===== src/rtl/core/cmc_pkg.sv =====
// Shared types, request codes and turn tables for the cube move and coordinates core.
package cmc_pkg;

  localparam int unsigned NumCorners = 8;
  localparam int unsigned NumEdges   = 12;
  localparam int unsigned NumFaces   = 6;

  localparam int unsigned InDataW  = 8;
  localparam int unsigned OutDataW = 72;

  // Request codes carried in the low bits of the input transaction
  localparam logic [1:0] REQ_SOLVE = 2'd0;
  localparam logic [1:0] REQ_TURN  = 2'd1;
  localparam logic [1:0] REQ_QUERY = 2'd2;

  typedef enum logic [1:0] {
    CMD_SOLVE = 2'd0,
    CMD_TURN  = 2'd1,
    CMD_QUERY = 2'd2
  } cmd_kind_e;

  typedef struct packed {
    cmd_kind_e   kind;
    logic [2:0]  face;
  } cmd_t;

  // Slot i takes the cubie of slot TABLE[face][i]
  localparam logic [2:0] TurnCp [NumFaces][NumCorners] = '{
    '{3'd3, 3'd0, 3'd1, 3'd2, 3'd4, 3'd5, 3'd6, 3'd7},
    '{3'd4, 3'd1, 3'd2, 3'd0, 3'd7, 3'd5, 3'd6, 3'd3},
    '{3'd1, 3'd5, 3'd2, 3'd3, 3'd0, 3'd4, 3'd6, 3'd7},
    '{3'd0, 3'd1, 3'd2, 3'd3, 3'd5, 3'd6, 3'd7, 3'd4},
    '{3'd0, 3'd2, 3'd6, 3'd3, 3'd4, 3'd1, 3'd5, 3'd7},
    '{3'd0, 3'd1, 3'd3, 3'd7, 3'd4, 3'd5, 3'd2, 3'd6}
  };

  localparam logic [1:0] TurnCo [NumFaces][NumCorners] = '{
    '{2'd0, 2'd0, 2'd0, 2'd0, 2'd0, 2'd0, 2'd0, 2'd0},
    '{2'd2, 2'd0, 2'd0, 2'd1, 2'd1, 2'd0, 2'd0, 2'd2},
    '{2'd1, 2'd2, 2'd0, 2'd0, 2'd2, 2'd1, 2'd0, 2'd0},
    '{2'd0, 2'd0, 2'd0, 2'd0, 2'd0, 2'd0, 2'd0, 2'd0},
    '{2'd0, 2'd1, 2'd2, 2'd0, 2'd0, 2'd2, 2'd1, 2'd0},
    '{2'd0, 2'd0, 2'd1, 2'd2, 2'd0, 2'd0, 2'd2, 2'd1}
  };

  localparam logic [3:0] TurnEp [NumFaces][NumEdges] = '{
    '{4'd3, 4'd0, 4'd1, 4'd2, 4'd4, 4'd5, 4'd6, 4'd7, 4'd8, 4'd9, 4'd10, 4'd11},
    '{4'd8, 4'd1, 4'd2, 4'd3, 4'd11, 4'd5, 4'd6, 4'd7, 4'd4, 4'd9, 4'd10, 4'd0},
    '{4'd0, 4'd9, 4'd2, 4'd3, 4'd4, 4'd8, 4'd6, 4'd7, 4'd1, 4'd5, 4'd10, 4'd11},
    '{4'd0, 4'd1, 4'd2, 4'd3, 4'd5, 4'd6, 4'd7, 4'd4, 4'd8, 4'd9, 4'd10, 4'd11},
    '{4'd0, 4'd1, 4'd10, 4'd3, 4'd4, 4'd5, 4'd9, 4'd7, 4'd8, 4'd2, 4'd6, 4'd11},
    '{4'd0, 4'd1, 4'd2, 4'd11, 4'd4, 4'd5, 4'd6, 4'd10, 4'd8, 4'd9, 4'd3, 4'd7}
  };

  localparam logic TurnEo [NumFaces][NumEdges] = '{
    '{1'b0, 1'b0, 1'b0, 1'b0, 1'b0, 1'b0, 1'b0, 1'b0, 1'b0, 1'b0, 1'b0, 1'b0},
    '{1'b0, 1'b0, 1'b0, 1'b0, 1'b0, 1'b0, 1'b0, 1'b0, 1'b0, 1'b0, 1'b0, 1'b0},
    '{1'b0, 1'b1, 1'b0, 1'b0, 1'b0, 1'b1, 1'b0, 1'b0, 1'b1, 1'b1, 1'b0, 1'b0},
    '{1'b0, 1'b0, 1'b0, 1'b0, 1'b0, 1'b0, 1'b0, 1'b0, 1'b0, 1'b0, 1'b0, 1'b0},
    '{1'b0, 1'b0, 1'b0, 1'b0, 1'b0, 1'b0, 1'b0, 1'b0, 1'b0, 1'b0, 1'b0, 1'b0},
    '{1'b0, 1'b0, 1'b0, 1'b1, 1'b0, 1'b0, 1'b0, 1'b1, 1'b0, 1'b0, 1'b1, 1'b1}
  };

endpackage


===== src/rtl/core/cmc_front.sv =====
// Front end: accepts input transactions and classifies them into commands.
module cmc_front (
  input  logic                          s_axis_tvalid_i,
  output logic                          s_axis_tready_o,
  // [1:0] req_type, [4:2] face, [7:5] zero
  input  logic [cmc_pkg::InDataW-1:0]   s_axis_tdata_i,
  input  logic                          queue_full_i,
  output logic                          push_o,
  output cmc_pkg::cmd_t                 cmd_o
);

  logic [1:0] req_type;
  logic [2:0] face;

  assign req_type = s_axis_tdata_i[1:0];
  assign face     = s_axis_tdata_i[4:2];

  assign s_axis_tready_o = !queue_full_i;
  assign push_o          = s_axis_tvalid_i && !queue_full_i;

  always_comb begin
    cmd_o.face = face;
    unique case (req_type)
      cmc_pkg::REQ_SOLVE: cmd_o.kind = cmc_pkg::CMD_SOLVE;
      cmc_pkg::REQ_TURN: begin
        // a face past the last one turns nothing
        if (face < 3'(cmc_pkg::NumFaces)) begin
          cmd_o.kind = cmc_pkg::CMD_TURN;
        end else begin
          cmd_o.kind = cmc_pkg::CMD_QUERY;
        end
      end
      default: cmd_o.kind = cmc_pkg::CMD_QUERY;
    endcase
  end

endmodule


===== src/rtl/core/cmc_queue.sv =====
// Short command queue between the front end and the back end.
module cmc_queue #(
  parameter int unsigned Depth = 2
) (
  input  logic           clk_i,
  input  logic           rst_ni,
  input  logic           push_i,
  input  cmc_pkg::cmd_t  cmd_i,
  output logic           full_o,
  output logic           valid_o,
  output cmc_pkg::cmd_t  cmd_o,
  input  logic           pop_i
);

  localparam int unsigned PtrW = $clog2(Depth);
  localparam int unsigned CntW = $clog2(Depth + 1);

  cmc_pkg::cmd_t   mem_q [Depth];
  logic [PtrW-1:0] wr_ptr_q, wr_ptr_d;
  logic [PtrW-1:0] rd_ptr_q, rd_ptr_d;
  logic [CntW-1:0] count_q, count_d;
  logic            do_push, do_pop;

  assign full_o  = (count_q == CntW'(Depth));
  assign valid_o = (count_q != '0);
  assign cmd_o   = mem_q[rd_ptr_q];
  assign do_push = push_i && !full_o;
  assign do_pop  = pop_i && valid_o;

  always_comb begin
    wr_ptr_d = wr_ptr_q;
    rd_ptr_d = rd_ptr_q;
    count_d  = count_q;
    if (do_push) begin
      wr_ptr_d = (wr_ptr_q == PtrW'(Depth - 1)) ? '0 : wr_ptr_q + PtrW'(1);
    end
    if (do_pop) begin
      rd_ptr_d = (rd_ptr_q == PtrW'(Depth - 1)) ? '0 : rd_ptr_q + PtrW'(1);
    end
    if (do_push && !do_pop) begin
      count_d = count_q + CntW'(1);
    end else if (do_pop && !do_push) begin
      count_d = count_q - CntW'(1);
    end
  end

  always_ff @(posedge clk_i or negedge rst_ni) begin
    if (!rst_ni) begin
      wr_ptr_q <= '0;
      rd_ptr_q <= '0;
      count_q  <= '0;
    end else begin
      wr_ptr_q <= wr_ptr_d;
      rd_ptr_q <= rd_ptr_d;
      count_q  <= count_d;
    end
  end

  always_ff @(posedge clk_i) begin
    if (do_push) begin
      mem_q[wr_ptr_q] <= cmd_i;
    end
  end

endmodule


===== src/rtl/core/cmc_back.sv =====
// Back end: holds the cube state, applies commands and works out the coordinates.
module cmc_back (
  input  logic                          clk_i,
  input  logic                          rst_ni,
  input  logic                          cmd_valid_i,
  input  cmc_pkg::cmd_t                 cmd_i,
  output logic                          cmd_pop_o,
  output logic                          m_axis_tvalid_o,
  input  logic                          m_axis_tready_i,
  // [12:0] twist_coord, [24:13] flip_coord, [40:25] corner_perm_coord,
  // [69:41] edge_perm_coord, [71:70] zero
  output logic [cmc_pkg::OutDataW-1:0]  m_axis_tdata_o
);

  localparam int unsigned NC = cmc_pkg::NumCorners;
  localparam int unsigned NE = cmc_pkg::NumEdges;
  localparam int unsigned NF = cmc_pkg::NumFaces;

  typedef enum logic [2:0] {
    ST_IDLE = 3'b001,
    ST_STEP = 3'b010,
    ST_OUT  = 3'b100
  } back_state_e;

  localparam logic [3:0] FirstStep = 4'(NE - 1);
  localparam logic [3:0] LastCornerStep = 4'(NC - 1);
  // twist digits are taken while the step runs from the top down to this one
  localparam logic [3:0] LastTwistStep = 4'(NE - NC);

  back_state_e state_q, state_d;
  logic [3:0]  step_q, step_d;

  logic [2:0] cp_q [NC];
  logic [1:0] ct_q [NC];
  logic [3:0] ep_q [NE];
  logic       eo_q [NE];

  logic [2:0] cp_d [NC];
  logic [1:0] ct_d [NC];
  logic [3:0] ep_d [NE];
  logic       eo_d [NE];

  logic [12:0] tw_q, tw_d;
  logic [15:0] cperm_q, cperm_d;
  logic [28:0] eperm_q, eperm_d;
  logic [11:0] flip;

  logic        load;
  logic [2:0]  sum3;
  logic [3:0]  ep_k;
  logic [2:0]  cp_k;
  logic [3:0]  cnt_e;
  logic [2:0]  cnt_c;
  logic [2:0]  tw_idx;
  logic [3:0]  tw_pos;
  logic [28:0] e_sum;
  logic [32:0] e_prod;
  logic [15:0] c_sum;
  logic [18:0] c_prod;
  logic [14:0] tw_ext;

  assign load      = (state_q == ST_IDLE) && cmd_valid_i;
  assign cmd_pop_o = load;

  // Apply the command to the cube state
  always_comb begin
    for (int i = 0; i < NC; i++) begin
      cp_d[i] = cp_q[i];
      ct_d[i] = ct_q[i];
    end
    for (int i = 0; i < NE; i++) begin
      ep_d[i] = ep_q[i];
      eo_d[i] = eo_q[i];
    end
    sum3 = '0;
    if (load) begin
      case (cmd_i.kind)
        cmc_pkg::CMD_SOLVE: begin
          for (int i = 0; i < NC; i++) begin
            cp_d[i] = 3'(i);
            ct_d[i] = '0;
          end
          for (int i = 0; i < NE; i++) begin
            ep_d[i] = 4'(i);
            eo_d[i] = 1'b0;
          end
        end
        cmc_pkg::CMD_TURN: begin
          for (int f = 0; f < NF; f++) begin
            if (cmd_i.face == 3'(f)) begin
              for (int i = 0; i < NC; i++) begin
                cp_d[i] = cp_q[cmc_pkg::TurnCp[f][i]];
                sum3    = 3'(ct_q[cmc_pkg::TurnCp[f][i]]) + 3'(cmc_pkg::TurnCo[f][i]);
                ct_d[i] = (sum3 >= 3'd3) ? 2'(sum3 - 3'd3) : sum3[1:0];
              end
              for (int i = 0; i < NE; i++) begin
                ep_d[i] = ep_q[cmc_pkg::TurnEp[f][i]];
                eo_d[i] = eo_q[cmc_pkg::TurnEp[f][i]] ^ cmc_pkg::TurnEo[f][i];
              end
            end
          end
        end
        default: ;
      endcase
    end
  end

  // One inversion-count step for edges and corners, one twist digit
  always_comb begin
    ep_k   = ep_q[step_q];
    cp_k   = cp_q[step_q[2:0]];
    cnt_e  = '0;
    cnt_c  = '0;
    for (int j = 0; j < NE; j++) begin
      if ((4'(j) < step_q) && (ep_q[j] > ep_k)) begin
        cnt_e = cnt_e + 4'd1;
      end
    end
    for (int j = 0; j < NC; j++) begin
      if ((4'(j) < step_q) && (cp_q[j] > cp_k)) begin
        cnt_c = cnt_c + 3'd1;
      end
    end
    e_sum  = eperm_q + 29'(cnt_e);
    e_prod = 33'(e_sum) * 33'(step_q);
    c_sum  = cperm_q + 16'(cnt_c);
    c_prod = 19'(c_sum) * 19'(step_q[2:0]);
    tw_pos = FirstStep - step_q;
    tw_idx = tw_pos[2:0];
    tw_ext = 15'({tw_q, 1'b0}) + 15'(tw_q) + 15'(ct_q[tw_idx]);
  end

  always_comb begin
    state_d = state_q;
    step_d  = step_q;
    tw_d    = tw_q;
    cperm_d = cperm_q;
    eperm_d = eperm_q;
    unique case (state_q)
      ST_IDLE: begin
        if (load) begin
          state_d = ST_STEP;
          step_d  = FirstStep;
          tw_d    = '0;
          cperm_d = '0;
          eperm_d = '0;
        end
      end
      ST_STEP: begin
        eperm_d = e_prod[28:0];
        if (step_q <= LastCornerStep) begin
          cperm_d = c_prod[15:0];
        end
        if (step_q >= LastTwistStep) begin
          tw_d = tw_ext[12:0];
        end
        step_d = step_q - 4'd1;
        if (step_q == 4'd1) begin
          state_d = ST_OUT;
        end
      end
      ST_OUT: begin
        if (m_axis_tready_i) begin
          state_d = ST_IDLE;
        end
      end
      default: state_d = ST_IDLE;
    endcase
  end

  always_ff @(posedge clk_i or negedge rst_ni) begin
    if (!rst_ni) begin
      state_q <= ST_IDLE;
      step_q  <= '0;
      for (int i = 0; i < NC; i++) begin
        cp_q[i] <= 3'(i);
        ct_q[i] <= '0;
      end
      for (int i = 0; i < NE; i++) begin
        ep_q[i] <= 4'(i);
        eo_q[i] <= 1'b0;
      end
    end else begin
      state_q <= state_d;
      step_q  <= step_d;
      cp_q    <= cp_d;
      ct_q    <= ct_d;
      ep_q    <= ep_d;
      eo_q    <= eo_d;
    end
  end

  always_ff @(posedge clk_i) begin
    tw_q    <= tw_d;
    cperm_q <= cperm_d;
    eperm_q <= eperm_d;
  end

  // edge slot 0 is the most significant flip bit
  always_comb begin
    for (int i = 0; i < NE; i++) begin
      flip[NE-1-i] = eo_q[i];
    end
  end

  assign m_axis_tvalid_o = (state_q == ST_OUT);
  assign m_axis_tdata_o  = {2'b00, eperm_q, cperm_q, flip, tw_q};

  logic [NC-1:0] corner_seen;
  logic [NE-1:0] edge_seen;
  logic          twist_ok;

  always_comb begin
    corner_seen = '0;
    edge_seen   = '0;
    twist_ok    = 1'b1;
    for (int i = 0; i < NC; i++) begin
      corner_seen = corner_seen | (NC'(1) << cp_q[i]);
      if (ct_q[i] == 2'd3) begin
        twist_ok = 1'b0;
      end
    end
    for (int i = 0; i < NE; i++) begin
      edge_seen = edge_seen | (NE'(1) << ep_q[i]);
    end
  end

  a_step_range: assert property (@(posedge clk_i) disable iff (!rst_ni)
    state_q == ST_STEP |-> (step_q >= 4'd1) && (step_q <= FirstStep))
    else $error("coordinate step counter out of range");

  a_step_done: assert property (@(posedge clk_i) disable iff (!rst_ni)
    (state_q == ST_STEP) && (step_q == 4'd1) |=> m_axis_tvalid_o)
    else $error("result not presented after the last step");

  a_corner_perm: assert property (@(posedge clk_i) disable iff (!rst_ni)
    corner_seen == {NC{1'b1}})
    else $error("corner slots no longer hold a permutation");

  a_edge_perm: assert property (@(posedge clk_i) disable iff (!rst_ni)
    edge_seen == {NE{1'b1}})
    else $error("edge slots no longer hold a permutation");

  a_twist: assert property (@(posedge clk_i) disable iff (!rst_ni)
    twist_ok)
    else $error("corner twist left the range 0 to 2");

endmodule


===== src/rtl/core/cube_move_and_coordinates_core.sv =====
// Top level of the cube move and coordinates core.
//
// The slave stream carries one request per transaction: tdata[1:0] is the
// request (solve, turn, query) and tdata[4:2] the face turned clockwise.
// Every request gives exactly one transaction on the master stream holding
// the twist, flip, corner permutation and edge permutation coordinates of
// the cube after the request has been carried out.
// The front end classifies requests into a short command queue; the back
// end pops one command, updates the cube state as it pops, then runs
// eleven serial steps of the inversion count (one shared multiply-add per
// permutation) before presenting the result. The back end pops no new
// command until the result has been taken, so items do not overlap; the
// eleven-step inversion count sets the pace. Requests keep entering the
// queue while a result waits.
// Reset puts the cube in the solved state and empties the queue. While the
// receiver holds tready low the result stays on the port unchanged, the
// back end stops, and once the queue is full the slave tready drops.
module cube_move_and_coordinates_core #(
  parameter int unsigned QueueDepth = 2
) (
  input  logic                          clk_i,
  input  logic                          rst_ni,
  input  logic                          s_axis_tvalid,
  output logic                          s_axis_tready,
  // [1:0] req_type, [4:2] face, [7:5] zero
  input  logic [cmc_pkg::InDataW-1:0]   s_axis_tdata,
  output logic                          m_axis_tvalid,
  input  logic                          m_axis_tready,
  // [12:0] twist_coord, [24:13] flip_coord, [40:25] corner_perm_coord,
  // [69:41] edge_perm_coord, [71:70] zero
  output logic [cmc_pkg::OutDataW-1:0]  m_axis_tdata
);

  logic          push;
  logic          queue_full;
  logic          cmd_valid;
  logic          cmd_pop;
  cmc_pkg::cmd_t push_cmd;
  cmc_pkg::cmd_t head_cmd;

  cmc_front u_front (
    .s_axis_tvalid_i (s_axis_tvalid),
    .s_axis_tready_o (s_axis_tready),
    .s_axis_tdata_i  (s_axis_tdata),
    .queue_full_i    (queue_full),
    .push_o          (push),
    .cmd_o           (push_cmd)
  );

  cmc_queue #(
    .Depth (QueueDepth)
  ) u_queue (
    .clk_i   (clk_i),
    .rst_ni  (rst_ni),
    .push_i  (push),
    .cmd_i   (push_cmd),
    .full_o  (queue_full),
    .valid_o (cmd_valid),
    .cmd_o   (head_cmd),
    .pop_i   (cmd_pop)
  );

  cmc_back u_back (
    .clk_i           (clk_i),
    .rst_ni          (rst_ni),
    .cmd_valid_i     (cmd_valid),
    .cmd_i           (head_cmd),
    .cmd_pop_o       (cmd_pop),
    .m_axis_tvalid_o (m_axis_tvalid),
    .m_axis_tready_i (m_axis_tready),
    .m_axis_tdata_o  (m_axis_tdata)
  );

endmodule


===== config.mk =====
export PLATFORM = sky130hd
export DESIGN_NAME = cube_move_and_coordinates_core
export DESIGN_NICKNAME = d
export VERILOG_FILES = /design/src/rtl/core/cmc_pkg.sv /design/src/rtl/core/cmc_front.sv /design/src/rtl/core/cmc_queue.sv /design/src/rtl/core/cmc_back.sv /design/src/rtl/core/cube_move_and_coordinates_core.sv
export SDC_FILE = /design/constraint.sdc
export NUM_CORES = 1
export LEC_CHECK = 0
export BUFFER_PORTS_ARGS = -buffer_cell sky130_fd_sc_hd__buf_2
export CAP_MARGIN = 20
export CORE_MARGIN = 1.5
export CORE_UTILIZATION = 55
export CTS_CLUSTER_DIAMETER = 60
export CTS_CLUSTER_SIZE = 25
export DETAILED_ROUTE_END_ITERATION = 8
export PLACE_DENSITY = 0.73
export SYNTH_ARGS = -nofsm -noshare
export SYNTH_HDL_FRONTEND = slang
export SYNTH_SLANG_ARGS = --single-unit

===== constraint.sdc =====
create_clock -name clk_i -period 15.25 [get_ports clk_i]
set_input_delay 3.05 -clock clk_i [delete_from_list [all_inputs] [get_ports clk_i]]
set_output_delay 3.05 -clock clk_i [all_outputs]
set_load 0.05 [all_outputs]

==> results.toml, run 1 <==
[sta]
fin_tns_setup_ns = 0
clock_skew_ns = 0.0206
post-route-period-util_pct = 93.3
min_period_ns = 14.22
hold_viol = 0
setup_violations = 0
clock.fmax_mhz = 70.3
max_slew_margin_pct = 29.6
rsz0062_at_grt = "no"
tightest_slew_ns = 1.05
drv_slew = 0

[critical_path]
crit_arrival_ns = 14.43
path_max_fanout = 14
path_class = "reg2reg"
critPathRequiredTime_ns = 15.46
critPathLaunchType = "register"
cp_top_family = "compound AO/OA/AOI/OAI gates"
critPathSlowestCell = "dfrtp_2"
max_stage_delay_ns = 0.70
cp_num_buf_inv = 6
path_common_cell = "ha_1"
critPathCaptureType = "register"

[grt]
grt_max_degree = 80
grt-ovfl-total = 0
grtUsageMet2_pct = 51.5
grtUsageTotal_pct = 31.8
antenna_found_initial = 0
met1_usage_pct = 41.5
grt_pass1_vias = 16100
use_met3_pct = 6.24
grt_first_pass_wirelength_um = 84400
grt_busiest_layer = "met2"

[die]
die_area_sq_um = 34100
placementRows = 66
coreArea_sq_um = 32500
die_w_um = 185
boundaryPins = 86
dieHeight_um = 185
start_util_pct = 55.8

[place]
gp_congestion = 0.968
io_buffers = 80
hpwlAfterDp_um = 37500

[cells_and_area]
nNetsFinal = 2419
antenna_cells = 0
area_delta_synth_final_pct = 8.52
drive_gt1_share_pct = 11.1

[yosys]
synth_top_cells_by_count = "nand2_1 (264), inv_1 (212), ha_1 (184)"
synth_edf_count = 68
synth-seq-cells = 179
yosysSeqAreaShare_pct = 26.8
synth_top_area_cell = "ha_1"
yosysWarnings = 0
synth_top_cell_area_share_pct = 12.7
synth_most_common_cell = "nand2_1"
syn_inst = 2097
syn-cell-area_sq_um = 18100
synth.distinct_cells = 85
ys.flop_type = "dfrtp_1"
synthArstFlopShare_pct = 62.0
ys_top_cells_by_area = "ha_1 (13%), edfxtp_1 (11%), dfrtp_1 (11%)"
postSynthAreaPerCell_sq_um = 8.65

[drt]
drtIter0Drc = 1540
vias_per_cell = 6.19
drc = 0
wire_per_inst_um = 20.0
drt_wl_total_um = 52200
drt_pass1_iterations = 6
vias = 16100
final_antenna_net_count = 0

[clock_network]
root_buffer = "clkbuf_16"
clk_pin_slew_ns = 0.08
numCtsBuffers = 17
insertion_delay_ns = 0.48
htreeDepth = 4
hold_buffers = 0
cts_tree = "yes"
cts_buffer_depth = 2
postCtsResizedCells = 0
clock_sinks = 179
post-cts-setup-buffer-count = 0

[flow_run]
cap_violations = 0

[min_path]
hp-class = "reg2reg"

[status]
status = "complete, no violations"
-- final timing paths --
kind / startpoint / endpoint / slack, ns / depth (start not counted)
max: u_back.step_q[0] / u_back.eperm_q[21] / 1.03 / 55
min: u_queue.wr_ptr_q / u_queue.wr_ptr_q / 0.49 / 1
max reg2reg: u_back.step_q[0] / u_back.eperm_q[21] / 1.03 / 55
min reg2reg: u_queue.wr_ptr_q / u_queue.wr_ptr_q / 0.49 / 1
max in group asynchronous: rst_ni / u_back.cp_q[1] / 11.69 / 3
min in group asynchronous: rst_ni / u_back.m_axis_tdata_o[15] / 2.52 / 1
-- routing by layer --
layer,vias to the layer above,part of all wire (%)
li1,7405,-
met1,7855,41
met2,735,47
met3,149,8.5
met4,0,3.7
met5,-,0
-- flip-flops by register name, indices dropped and copies added, names as in the netlist --
signal and flops:
u_back.m_axis_tdata_o 12, u_back.tw_q 13, u_back.ep_q 48, u_queue.wr_ptr_q 1, u_back.state_q 3, u_back.eperm_q 29
u_queue.rd_ptr_q 1, u_queue.mem_q 10, u_back.cp_q 24, u_back.cperm_q 16, u_back.step_q 4, u_back.ct_q 16
u_queue.count_q 2
-- cell families (layout without fill, tap and decap cells) --
group,Yosys count,in the layout,synth area share (%)
compound gates,490,490,17.0
xor+xnor,139,139,7.14
fa+ha+maj,253,253,20.3
buf+inv,290,359,6.09
flops,179,179,26.8
mux,67,67,5.30
other cells,1,2,0.0207
simple gates,678,678,17.3
-- cell type report --
class,instances,area (sq um)
fillers,2888,12800
multi-input cells,1629,12200
flip-flops and latches,179,4860
inverters,213,800
repair buffers,114,678
well taps,442,553
clock buffers,18,429
clock inverters,14,163
-- cell usage in the layout (no fill, tap or decap), drive strengths merged, types with 6 or more instances in the layout --
cell type / instances
a22oi: 20
clkinv: 6
a32oi: 6
mux2i: 32
mux2: 13
o21a: 10
nor3: 29
a311oi: 6
fa: 69
xor2: 47
o221ai: 7
a21o: 31
o21ai: 137
inv: 219
dfrtp: 78
a31oi: 14
a211oi: 13
edfxtp: 68
xnor2: 88
nor2b: 64
nand4: 12
nor2: 170
ha: 184
o211ai: 9
nand3: 32
dfstp: 33
o31ai: 17
a221oi: 14
nand2: 265
nand2b: 39
o21bai: 6
mux4: 22
and2: 27
clkbuf: 18
buf: 114
and3: 14
a21oi: 143
o22ai: 10
nor3b: 6
o41ai: 10
-- metrics by stage --
stage	hold slack, ns	cells	instance area [sq um]	worst slack (ns)	util, %
6_report	0.493	2609	19700	1.03	60.5
5_1_grt	0.525	2609	19700	0.00582	60.5
4_1_cts	0.491	2608	19700	1.07	60.4
3_5_place_dp	0.477	2576	19100	1.10	58.6
3_3_place_gp	0.480	2576	19100	1.39	58.6
2_1_floorplan	0.461	2098	18100	1.81	-
Power of run 1 is left out: the tool's default activity adds up to more than one toggle a clock period on the data nets, which glitch-free logic cannot reach.
==> run 2, diff against run 1 <==
ABC_AREA = 1   (was unset)
PLACE_DENSITY = 0.8   (was 0.73)
==> results.toml, run 2 <==
[yosys]
synth_most_common_cell = "inv_1"
synth_top_area_cell = "ha_1"
syn-cell-area_sq_um = 18400
yosysWarnings = 0
synthArstFlopShare_pct = 62.0
synth-seq-cells = 179
synth_top_cells_by_count = "inv_1 (445), nand2_1 (396), nor2_1 (260)"
syn_inst = 2512
yosysSeqAreaShare_pct = 26.4
postSynthAreaPerCell_sq_um = 7.34
ys_top_cells_by_area = "ha_1 (12%), edfxtp_1 (11%), dfrtp_1 (11%)"
synth_top_cell_area_share_pct = 12.5
ys.flop_type = "dfrtp_1"
synth.distinct_cells = 65
synth_edf_count = 68

[clock_network]
clk_pin_slew_ns = 0.08
cts_tree = "yes"
numCtsBuffers = 17
clock_sinks = 179
cts_buffer_depth = 2
post-cts-setup-buffer-count = 0
insertion_delay_ns = 0.47
hold_buffers = 0
htreeDepth = 4
postCtsResizedCells = 0
root_buffer = "clkbuf_16"

[cells_and_area]
area_delta_synth_final_pct = 7.99
fillCellCount = 2956
stdcell_count = 3023
nNetsFinal = 2833
layout_common_cells = "inv_1 (445), nand2_1 (396), nor2_1 (260), o21ai_0 (228), a21oi_1 (194)"
final_area_sq_um = 19900
drive_gt1_share_pct = 9.61
largest_register_ffs = 48
final_common_cell = "inv_1"
antenna_cells = 0
reg_top3 = "u_back.ep_q x48, u_back.eperm_q x29, u_back.cp_q x24"
top_register = "u_back.ep_q"

[grt]
grt_first_pass_wirelength_um = 92500
antenna_found_initial = 0
grt_pass1_vias = 17900
grtUsageMet2_pct = 57.0
grt-ovfl-total = 0
grt_max_degree = 65
use_met3_pct = 7.10
grt_busiest_layer = "met2"
grtUsageTotal_pct = 34.7
met1_usage_pct = 41.9

[sta]
max_slew_margin_pct = 31.4
tightest_slew_ns = 1.02
rsz0062_at_grt = "no"
post-route-period-util_pct = 91.5
fin_tns_setup_ns = 0
drv_slew = 0
min_period_ns = 13.95
hold_viol = 0
whs_ns = 0.495
clock.fmax_mhz = 71.7
clock_skew_ns = 0.0188
setup_violations = 0

[critical_path]
cp_top_family = "simple AND/OR/NAND/NOR gates"
critPathCaptureType = "register"
crit_arrival_ns = 14.18
path_max_fanout = 41
path_common_cell = "nand2_1"
critPathSlowestCell = "buf_4"
cp_num_buf_inv = 8
critPathRequiredTime_ns = 15.47
path_class = "reg2reg"
critPathLaunchType = "register"
max_stage_delay_ns = 0.55

[die]
dieHeight_um = 186
boundaryPins = 86
placementRows = 66
coreArea_sq_um = 32800
die_w_um = 186
die_area_sq_um = 34600
start_util_pct = 56.2

[drt]
final_antenna_net_count = 0
drc = 0
drt_pass1_iterations = 5
drtIter0Drc = 1719
wire_per_inst_um = 19.3
vias_per_cell = 6.00
drt_wl_total_um = 58500
vias = 18100

[min_path]
hp-class = "reg2reg"

[place]
placedCellCount = 2991
gp_congestion = 0.964
hpwlAfterDp_um = 43200
io_buffers = 80
placed_area_sq_um = 19300

[flow_run]
cap_violations = 0

[status]
status = "complete, no violations"
[run 2: cell types whose count changed in the layout (fill, tap and decap cells not counted), sizes merged, moves of 64 or more]
cell | before | now
inv | 219 | 462
nand2 | 265 | 412
o21ai | 137 | 242
nor2 | 170 | 268
xnor2 | 88 | 16
nand3 | 32 | 97
nor2b | 64 | 0
[run 2: final timing paths]
path                             startpoint                  to  slack (ns)  cells past startpoint
setup reg to reg           u_back.step_q[0]  u_back.eperm_q[28]        1.30                     68
max in group asynchronous            rst_ni    u_back.step_q[0]       11.31                      2
setup / recovery           u_back.step_q[0]  u_back.eperm_q[28]        1.30                     68
hold reg to reg             u_back.cp_q[21]     u_back.cp_q[21]        0.50                      2
hold / removal              u_back.cp_q[21]     u_back.cp_q[21]        0.50                      2
min in group asynchronous            rst_ni     u_back.ep_q[14]        2.67                      1
[run 2: logic make-up after synthesis]
group / synth area share [%]
buf+inv: 11.0
other cells: 0.0204
fa+ha+maj: 20.0
mux: 0.244
compound gates: 20.2
flops: 26.4
simple gates: 19.6
xor+xnor: 2.61
[run 2: layout make-up]
type	count	area, sq um	area share (%)
repair buffers	110	628	3.16
flip-flops and latches	179	4860	24.4
well taps	442	553	2.78
multi-input cells	1804	11600	58.0
clock inverters	15	160	0.805
clock buffers	17	425	2.14
inverters	456	1720	8.64
[run 2: routing by layer]
metal  share of wire (%)  up-vias
met5                   0        -
met4                 5.7        0
met3                 9.1      219
met2                  47      912
met1                  39     8542
li1                    -     8472
[run 2: through the flow]
step           worst slack (ns)  util, %
2_1_floorplan              3.30        -
3_3_place_gp               1.85     58.9
3_5_place_dp               1.55     58.9
4_1_cts                    1.52     60.7
5_1_grt                   0.249     60.7
6_report                   1.30     60.7
[run 2: tightest hold or removal path, delay by kind of cell (launching register included)]
family,cells,cell delay [ns]
AO/OA/AOI/OAI,1,0.06
flip-flops,1,0.35
AND/OR/NAND/NOR,1,0.05
Power of run 2 is left out for the same reason.
